`config.mk`:
```
export PLATFORM = sky130hd
export DESIGN_NAME = packet_id_repeat_counter_unit
export DESIGN_NICKNAME = d
export VERILOG_FILES = /design/src/rtl/pirc_pkg.sv /design/src/rtl/pirc_cell.sv /design/src/rtl/pirc_chain.sv /design/src/rtl/packet_id_repeat_counter_unit.sv
export SDC_FILE = /design/constraint.sdc
export NUM_CORES = 2
export LEC_CHECK = 0
export ABC_AREA = 1
export BUFFER_PORTS_ARGS = -buffer_cell sky130_fd_sc_hd__clkbuf_2
export CAP_MARGIN = 10
export CORE_ASPECT_RATIO = 0.75
export CORE_MARGIN = 8
export CORE_UTILIZATION = 28
export DETAILED_ROUTE_END_ITERATION = 7
export GPL_ROUTABILITY_DRIVEN = 0
export GPL_TIMING_DRIVEN = 0
export PLACE_DENSITY = 0.51
export REMOVE_ABC_BUFFERS = 1
export SLEW_MARGIN = 5
export SYNTH_ARGS = -nofsm -noshare
export SYNTH_HDL_FRONTEND = slang
export SYNTH_SLANG_ARGS = --single-unit
```
`constraint.sdc`:
```
create_clock -name aclk -period 9 [get_ports aclk]
set_input_delay 1.8 -clock aclk [delete_from_list [all_inputs] [get_ports aclk]]
set_output_delay 1.8 -clock aclk [all_outputs]
set_load 0.03 [all_outputs]
```
`src/rtl/pirc_pkg.sv`:
```
// Package for the packet ID repeat counter.
// Holds the entry and cell control types, the codes and the result limit.
// No dependencies.
package pirc_pkg;

    localparam int ID_W = 16;
    localparam int CNT_W = 16;
    localparam int MAX_RESULTS = 32;
    localparam int FOUND_W = $clog2(MAX_RESULTS + 1);
    localparam logic [FOUND_W-1:0] FOUND_MAX = FOUND_W'(MAX_RESULTS);
    localparam logic [CNT_W-1:0] CNT_SAT = {CNT_W{1'b1}};
    localparam logic [CNT_W-1:0] CNT_ONE = CNT_W'(1);
    localparam logic [15:0] THRESHOLD_RESET = 16'd2;

    localparam logic OP_RECORD = 1'b0;
    localparam logic OP_REPORT = 1'b1;
    localparam logic KIND_ALERT = 1'b0;
    localparam logic KIND_NONE = 1'b1;

    typedef enum logic [1:0] {
        ST_IDLE,
        ST_RECORD,
        ST_SCAN
    } state_t;

    typedef struct packed {
        logic             used;
        logic [ID_W-1:0]  id;
        logic [CNT_W-1:0] count;
    } entry_t;

    typedef struct packed {
        logic            record;
        logic            shift;
        logic            any_match;
        logic [ID_W-1:0] key;
    } cell_ctrl_t;

endpackage

```
`src/rtl/pirc_cell.sv`:
```
// One table cell: holds an ID, its count and a used flag.
// Depends on pirc_pkg for the entry and control types.
module pirc_cell (
    input  logic                aclk,
    input  logic                aresetn,
    input  pirc_pkg::cell_ctrl_t ctrl,
    input  logic                prev_used,
    input  pirc_pkg::entry_t    right_in,
    output pirc_pkg::entry_t    cur,
    output logic                match
);

    logic                      used_reg, used_next;
    logic [pirc_pkg::ID_W-1:0] id_reg, id_next;
    logic [pirc_pkg::CNT_W-1:0] count_reg, count_next;

    assign match = used_reg && (id_reg == ctrl.key);

    always_comb begin
        used_next = used_reg;
        id_next = id_reg;
        count_next = count_reg;
        if (ctrl.shift) begin
            used_next = right_in.used;
            id_next = right_in.id;
            count_next = right_in.count;
        end else if (ctrl.record) begin
            if (match) begin
                if (count_reg != pirc_pkg::CNT_SAT) begin
                    count_next = count_reg + pirc_pkg::CNT_ONE;
                end
            end else if (!ctrl.any_match && !used_reg && prev_used) begin
                used_next = 1'b1;
                id_next = ctrl.key;
                count_next = pirc_pkg::CNT_ONE;
            end
        end
    end

    always_ff @(posedge aclk) begin
        if (!aresetn) begin
            used_reg <= 1'b0;
        end else begin
            used_reg <= used_next;
        end
    end

    always_ff @(posedge aclk) begin
        id_reg <= id_next;
        count_reg <= count_next;
    end

    assign cur.used = used_reg;
    assign cur.id = id_reg;
    assign cur.count = count_reg;

endmodule

```
`src/rtl/pirc_chain.sv`:
```
// Row of table cells linked to their neighbors; shifts toward the head on a report.
// Depends on pirc_pkg and pirc_cell.
module pirc_chain #(
    parameter int DEPTH = 32
) (
    input  logic                 aclk,
    input  logic                 aresetn,
    input  logic                 record,
    input  logic                 shift,
    input  logic [pirc_pkg::ID_W-1:0] key,
    output pirc_pkg::entry_t     head,
    output logic                 any_match,
    output logic                 full
);

    pirc_pkg::entry_t     ent [DEPTH];
    logic [DEPTH-1:0]     match_vec;
    pirc_pkg::cell_ctrl_t ctrl;
    pirc_pkg::entry_t     empty_ent;

    assign any_match = |match_vec;
    assign ctrl.record = record;
    assign ctrl.shift = shift;
    assign ctrl.any_match = any_match;
    assign ctrl.key = key;
    assign empty_ent = '0;

    for (genvar k = 0; k < DEPTH; k++) begin : g_cell
        logic             prev_used;
        pirc_pkg::entry_t right_in;
        if (k == 0) begin : g_first
            assign prev_used = 1'b1;
        end else begin : g_mid
            assign prev_used = ent[k-1].used;
        end
        if (k == DEPTH - 1) begin : g_tail
            assign right_in = empty_ent;
        end else begin : g_body
            assign right_in = ent[k+1];
        end
        pirc_cell u_cell (
            .aclk      (aclk),
            .aresetn   (aresetn),
            .ctrl      (ctrl),
            .prev_used (prev_used),
            .right_in  (right_in),
            .cur       (ent[k]),
            .match     (match_vec[k])
        );
    end

    assign head = ent[0];
    assign full = ent[DEPTH-1].used;

endmodule

```
`src/rtl/packet_id_repeat_counter_unit.sv`:
```
// Packet ID repeat counter: a record item registers its ID, then updates the cell row.
// A report item scans the row: it shifts one entry per cycle past the head unless an output
// stall holds it, and the head is the only place results are taken from.
// The scan also empties the row, so the next batch starts clean.
// Synchronous active-low reset clears all used flags, the overflow flag and the control state,
// and sets the alert threshold to 2. Depends on pirc_pkg and pirc_chain.
module packet_id_repeat_counter_unit #(
    parameter int TABLE_DEPTH = 32
) (
    input  logic        aclk,
    input  logic        aresetn,
    input  logic        s_valid,
    output logic        s_ready,
    input  logic        s_op,
    input  logic [15:0] s_id_value,
    output logic        m_valid,
    input  logic        m_ready,
    output logic        m_kind,
    output logic [15:0] m_alert_id,
    output logic [15:0] m_alert_count,
    output logic        m_overflowed,
    output logic        m_last,
    input  logic        cfg_valid,
    output logic        cfg_ready,
    input  logic [15:0] cfg_alert_threshold
);

    pirc_pkg::state_t state_reg, state_next;
    logic [15:0] thr_reg;
    logic [pirc_pkg::ID_W-1:0] key_reg, key_next;
    logic stopped_reg, stopped_next;
    logic [pirc_pkg::FOUND_W-1:0] found_reg, found_next;
    logic pend_valid_reg, pend_valid_next;
    logic [pirc_pkg::ID_W-1:0] pend_id_reg, pend_id_next;
    logic [pirc_pkg::CNT_W-1:0] pend_count_reg, pend_count_next;
    logic m_valid_reg, m_valid_next;
    logic m_kind_reg, m_kind_next;
    logic [15:0] m_id_reg, m_id_next;
    logic [15:0] m_count_reg, m_count_next;
    logic m_ovf_reg, m_ovf_next;
    logic m_last_reg, m_last_next;

    pirc_pkg::entry_t head;
    logic any_match, full;
    logic record_en, shift_en, out_free, qual, s_fire, scan_done;

    assign s_ready = (state_reg == pirc_pkg::ST_IDLE);
    assign s_fire = s_valid && s_ready;
    assign cfg_ready = 1'b1;
    assign out_free = !m_valid_reg || m_ready;
    assign qual = head.used && (head.count > thr_reg) && (found_reg < pirc_pkg::FOUND_MAX);
    assign record_en = (state_reg == pirc_pkg::ST_RECORD) && (key_reg != '0) && !stopped_reg;
    assign shift_en = (state_reg == pirc_pkg::ST_SCAN) && head.used
                      && !(qual && pend_valid_reg && !out_free);
    assign scan_done = (state_reg == pirc_pkg::ST_SCAN) && !head.used && out_free;

    pirc_chain #(
        .DEPTH (TABLE_DEPTH)
    ) u_chain (
        .aclk      (aclk),
        .aresetn   (aresetn),
        .record    (record_en),
        .shift     (shift_en),
        .key       (key_reg),
        .head      (head),
        .any_match (any_match),
        .full      (full)
    );

    always_comb begin
        state_next = state_reg;
        case (state_reg)
            pirc_pkg::ST_IDLE: begin
                if (s_fire) begin
                    state_next = (s_op == pirc_pkg::OP_REPORT) ? pirc_pkg::ST_SCAN
                                                               : pirc_pkg::ST_RECORD;
                end
            end
            pirc_pkg::ST_RECORD: begin
                state_next = pirc_pkg::ST_IDLE;
            end
            pirc_pkg::ST_SCAN: begin
                if (scan_done) begin
                    state_next = pirc_pkg::ST_IDLE;
                end
            end
            default: begin
                state_next = pirc_pkg::ST_IDLE;
            end
        endcase
    end

    always_comb begin
        key_next = s_fire ? s_id_value : key_reg;
        stopped_next = stopped_reg;
        found_next = found_reg;
        pend_valid_next = pend_valid_reg;
        pend_id_next = pend_id_reg;
        pend_count_next = pend_count_reg;
        m_valid_next = m_valid_reg && !m_ready;
        m_kind_next = m_kind_reg;
        m_id_next = m_id_reg;
        m_count_next = m_count_reg;
        m_ovf_next = m_ovf_reg;
        m_last_next = m_last_reg;
        case (state_reg)
            pirc_pkg::ST_RECORD: begin
                if (record_en && !any_match && full) begin
                    stopped_next = 1'b1;
                end
            end
            pirc_pkg::ST_SCAN: begin
                if (shift_en && qual) begin
                    found_next = found_reg + pirc_pkg::FOUND_W'(1);
                    pend_valid_next = 1'b1;
                    pend_id_next = head.id;
                    pend_count_next = head.count;
                    if (pend_valid_reg) begin
                        m_valid_next = 1'b1;
                        m_kind_next = pirc_pkg::KIND_ALERT;
                        m_id_next = pend_id_reg;
                        m_count_next = pend_count_reg;
                        m_ovf_next = stopped_reg;
                        m_last_next = 1'b0;
                    end
                end else if (scan_done) begin
                    m_valid_next = 1'b1;
                    m_ovf_next = stopped_reg;
                    m_last_next = 1'b1;
                    if (pend_valid_reg) begin
                        m_kind_next = pirc_pkg::KIND_ALERT;
                        m_id_next = pend_id_reg;
                        m_count_next = pend_count_reg;
                    end else begin
                        m_kind_next = pirc_pkg::KIND_NONE;
                        m_id_next = '0;
                        m_count_next = '0;
                    end
                    stopped_next = 1'b0;
                    found_next = '0;
                    pend_valid_next = 1'b0;
                end
            end
            default: begin
            end
        endcase
    end

    always_ff @(posedge aclk) begin
        if (!aresetn) begin
            state_reg <= pirc_pkg::ST_IDLE;
            thr_reg <= pirc_pkg::THRESHOLD_RESET;
            stopped_reg <= 1'b0;
            found_reg <= '0;
            pend_valid_reg <= 1'b0;
            m_valid_reg <= 1'b0;
        end else begin
            state_reg <= state_next;
            if (cfg_valid && cfg_ready) begin
                thr_reg <= cfg_alert_threshold;
            end
            stopped_reg <= stopped_next;
            found_reg <= found_next;
            pend_valid_reg <= pend_valid_next;
            m_valid_reg <= m_valid_next;
        end
    end

    always_ff @(posedge aclk) begin
        key_reg <= key_next;
        pend_id_reg <= pend_id_next;
        pend_count_reg <= pend_count_next;
        m_kind_reg <= m_kind_next;
        m_id_reg <= m_id_next;
        m_count_reg <= m_count_next;
        m_ovf_reg <= m_ovf_next;
        m_last_reg <= m_last_next;
    end

    assign m_valid = m_valid_reg;
    assign m_kind = m_kind_reg;
    assign m_alert_id = m_id_reg;
    assign m_alert_count = m_count_reg;
    assign m_overflowed = m_ovf_reg;
    assign m_last = m_last_reg;

endmodule
```
==> results.json <==
{
  "synth_area_um2": 65700,
  "period_share_pct": 75.8,
  "num_antenna_cells": 0,
  "hp-class": "flip-flop to flip-flop",
  "synth_edf_count": 1075,
  "skew_ns": 0.0458,
  "ir_drop_v": 0.000187,
  "drtIter0Drc": 6320,
  "row_count": 154,
  "rsz0062_at_grt": "no",
  "layout_common_cells": "1883 x nand2_1, 1103 x inv_1, 1075 x edfxtp_1, 693 x o21ai_0, 564 x nor2_1",
  "postCtsResizedCells": 0,
  "die-area_um2": 251000,
  "grt_pass1_wl_um": 327000,
  "drc": 10,
  "core_area_um2": 234000,
  "ys_seq_area_share_pct": 51.9,
  "ant_nets": 0,
  "dp_hpwl_um": 147000,
  "timing.rr.start": "u_chain.g_cell[0].u_cell.count_reg[7]",
  "critical-path-slowest-cell": "inv_1",
  "crit_buf_inv": 7,
  "drive_above_1_share_pct": 5.36,
  "cts-root-buf": "clkbuf_16",
  "period_needed_ns": 6.82,
  "power.leakage_nw": 31.3,
  "cp_slowest_stage_delay_ns": 0.87,
  "multi_input_area_um2": 25600,
  "crit_chain": "ha_1 > nand2_1 > nor2_1 > nand2_1 > o211ai_1 > nand2_1 > nand3_1 > nand3_1 > nand2_4 > buf_16 > buf_16 > buf_16 > buf_16 > inv_8 > buf_16 > nand2_1 > nand2_1 > inv_1 > nor2_1",
  "max_freq_mhz": 147,
  "grt_pass1_vias": 52300,
  "die_h_um": 436,
  "synth-async-reset-ratio_pct": 0,
  "clock_latency_ns": 0.76,
  "cp.arrival_ns": 7.26,
  "cts_num_sinks": 1166,
  "crit_path_end_kind": "flip-flop",
  "setup_viol": 0,
  "io_buffers": 74,
  "avgViaCountPerCell": 5.06,
  "slew_headroom_pct": 12.9,
  "synth_top_flop_cell": "edfxtp_1",
  "syn-mean-instance-area_um2": 8.52,
  "use_met3_pct": 3.57,
  "hold_violations": 0,
  "post-cts-setup-buffers": 0,
  "tns_ns": 0,
  "path_class": "flip-flop to flip-flop",
  "cap_violations": 0,
  "htree_num_levels": 3,
  "drtPass1Iterations": 8,
  "grt_max_degree": 116,
  "cp-startpoint": "u_chain.g_cell[0].u_cell.count_reg[7]",
  "nFillCells": 24300,
  "power_mw": 12.0,
  "dr_total_vias": 55000,
  "seq_area_um2": 34100,
  "grt_use_total_pct": 16.4,
  "grt_use_met1_pct": 25.0,
  "antenna_found_initial": 5,
  "netlist_instances": 7710,
  "violations": "design-rule violations",
  "cp.required_ns": 9.44,
  "start_util_pct": 28.1,
  "ys_seq_elements": 1166,
  "num_io_pins": 76,
  "overflow": 0,
  "synth.yosys.warnings": 0,
  "wl_per_cell_um": 19.9,
  "cts_tree": "built",
  "clockBufferDepth": 3,
  "slew_viol_final": 0,
  "cts_buffers": 120,
  "clk_pin_slew_ns": 0.07,
  "nets": 7740,
  "grt.busiest_layer": "met1",
  "area_growth_pct": 12.8,
  "worst_slew_pin_slew_ns": 1.31,
  "outcome": "complete, but fails checks",
  "synth_cell_types": 53,
  "crit_fanout": 115,
  "hold_buffers": 0,
  "finalWirelength_um": 216000,
  "die_x_um": 575,
  "layout_commonest_cell": "nand2_1",
  "crit_family": "buffers and inverters",
  "p_per_area_nw_per_um2": 161,
  "min_from": "u_chain.g_cell[0].u_cell.id_reg[4]",
  "critPathLaunchType": "flip-flop",
  "grt_util_met2_pct": 23.3
}
layout make-up:
cell class / instances / area share [%]
sequential: 1166 / 46.0
multi-input combinational: 5067 / 34.5
inverter: 1147 / 5.84
tap: 3120 / 5.27
clock buffer: 159 / 4.40
timing repair buffer: 151 / 3.16
clock inverter: 64 / 0.802
path summary, 6_finish.rpt:
check                         to  slack (ns)  cells past startpoint
setup / recovery  m_alert_id[12]        2.18                     19
hold / removal    pend_id_reg[4]        0.47                      0
setup reg to reg  m_alert_id[12]        2.18                     19
hold reg to reg   pend_id_reg[4]        0.47                      0
routing by layer:
metal	up-vias	wire, µm
met5	-	0
met2	2459	86800
met4	0	5520
li1	25700	-
met3	387	20500
met1	26500	103000
Yosys cell counts (all sizes together), types with 90 or more instances:
master / count / share of area, %
a21oi: 140 / 1.1
buf: 199 / 1.9
clkbuf: 131 / 0.75
dfxtp: 91 / 2.8
edfxtp: 1075 / 49
inv: 1139 / 6.5
nand2: 1890 / 11
nand3: 335 / 2.6
nand4: 171 / 1.6
nor2: 567 / 3.3
nor3: 161 / 1.3
nor4: 91 / 0.89
o21ai: 778 / 6.1
o22ai: 294 / 2.8
xnor2: 90 / 1.2
xor2: 371 / 4.9
through the flow:
| step | worst slack, ns | cell area, µm² | utilization (%) | std cells | hold slack (ns) |
|---|---|---|---|---|---|
| 2_1_floorplan | -20.90 | 64000 | - | 7380 | 0.435 |
| 3_3_place_gp | -70.68 | 68300 | 29.2 | 10600 | 0.462 |
| 3_5_place_dp | 1.98 | 70300 | 30.0 | 10700 | 0.457 |
| 4_1_cts | 2.31 | 74100 | 31.7 | 10900 | 0.467 |
| 5_1_grt | 1.82 | 74100 | 31.7 | 10900 | 0.469 |
| 6_report | 2.18 | 74100 | 31.7 | 10900 | 0.467 |
cells by family after synthesis:
logic type / after synthesis / synth area share (%)
adders and majority gates: 49 / 0.933
xor gates and xnor gates: 461 / 6.14
DFF: 1166 / 51.9
buffers and inverters: 1477 / 9.17
AOI/OAI and AO/OA: 1291 / 10.8
and+or+nand+nor: 3265 / 21.0
other: 1 / 0.00571
where the power goes:
part	total, mW	switching [mW]	leakage [nW]	internal [mW]
sequential	5.98	0.0508	9.89	5.93
combinational	0.900	0.630	19.6	0.270
clock	5.09	2.26	1.89	2.82
total	12.0	2.94	31.3	9.02
Power figures use the tool's default switching activity.
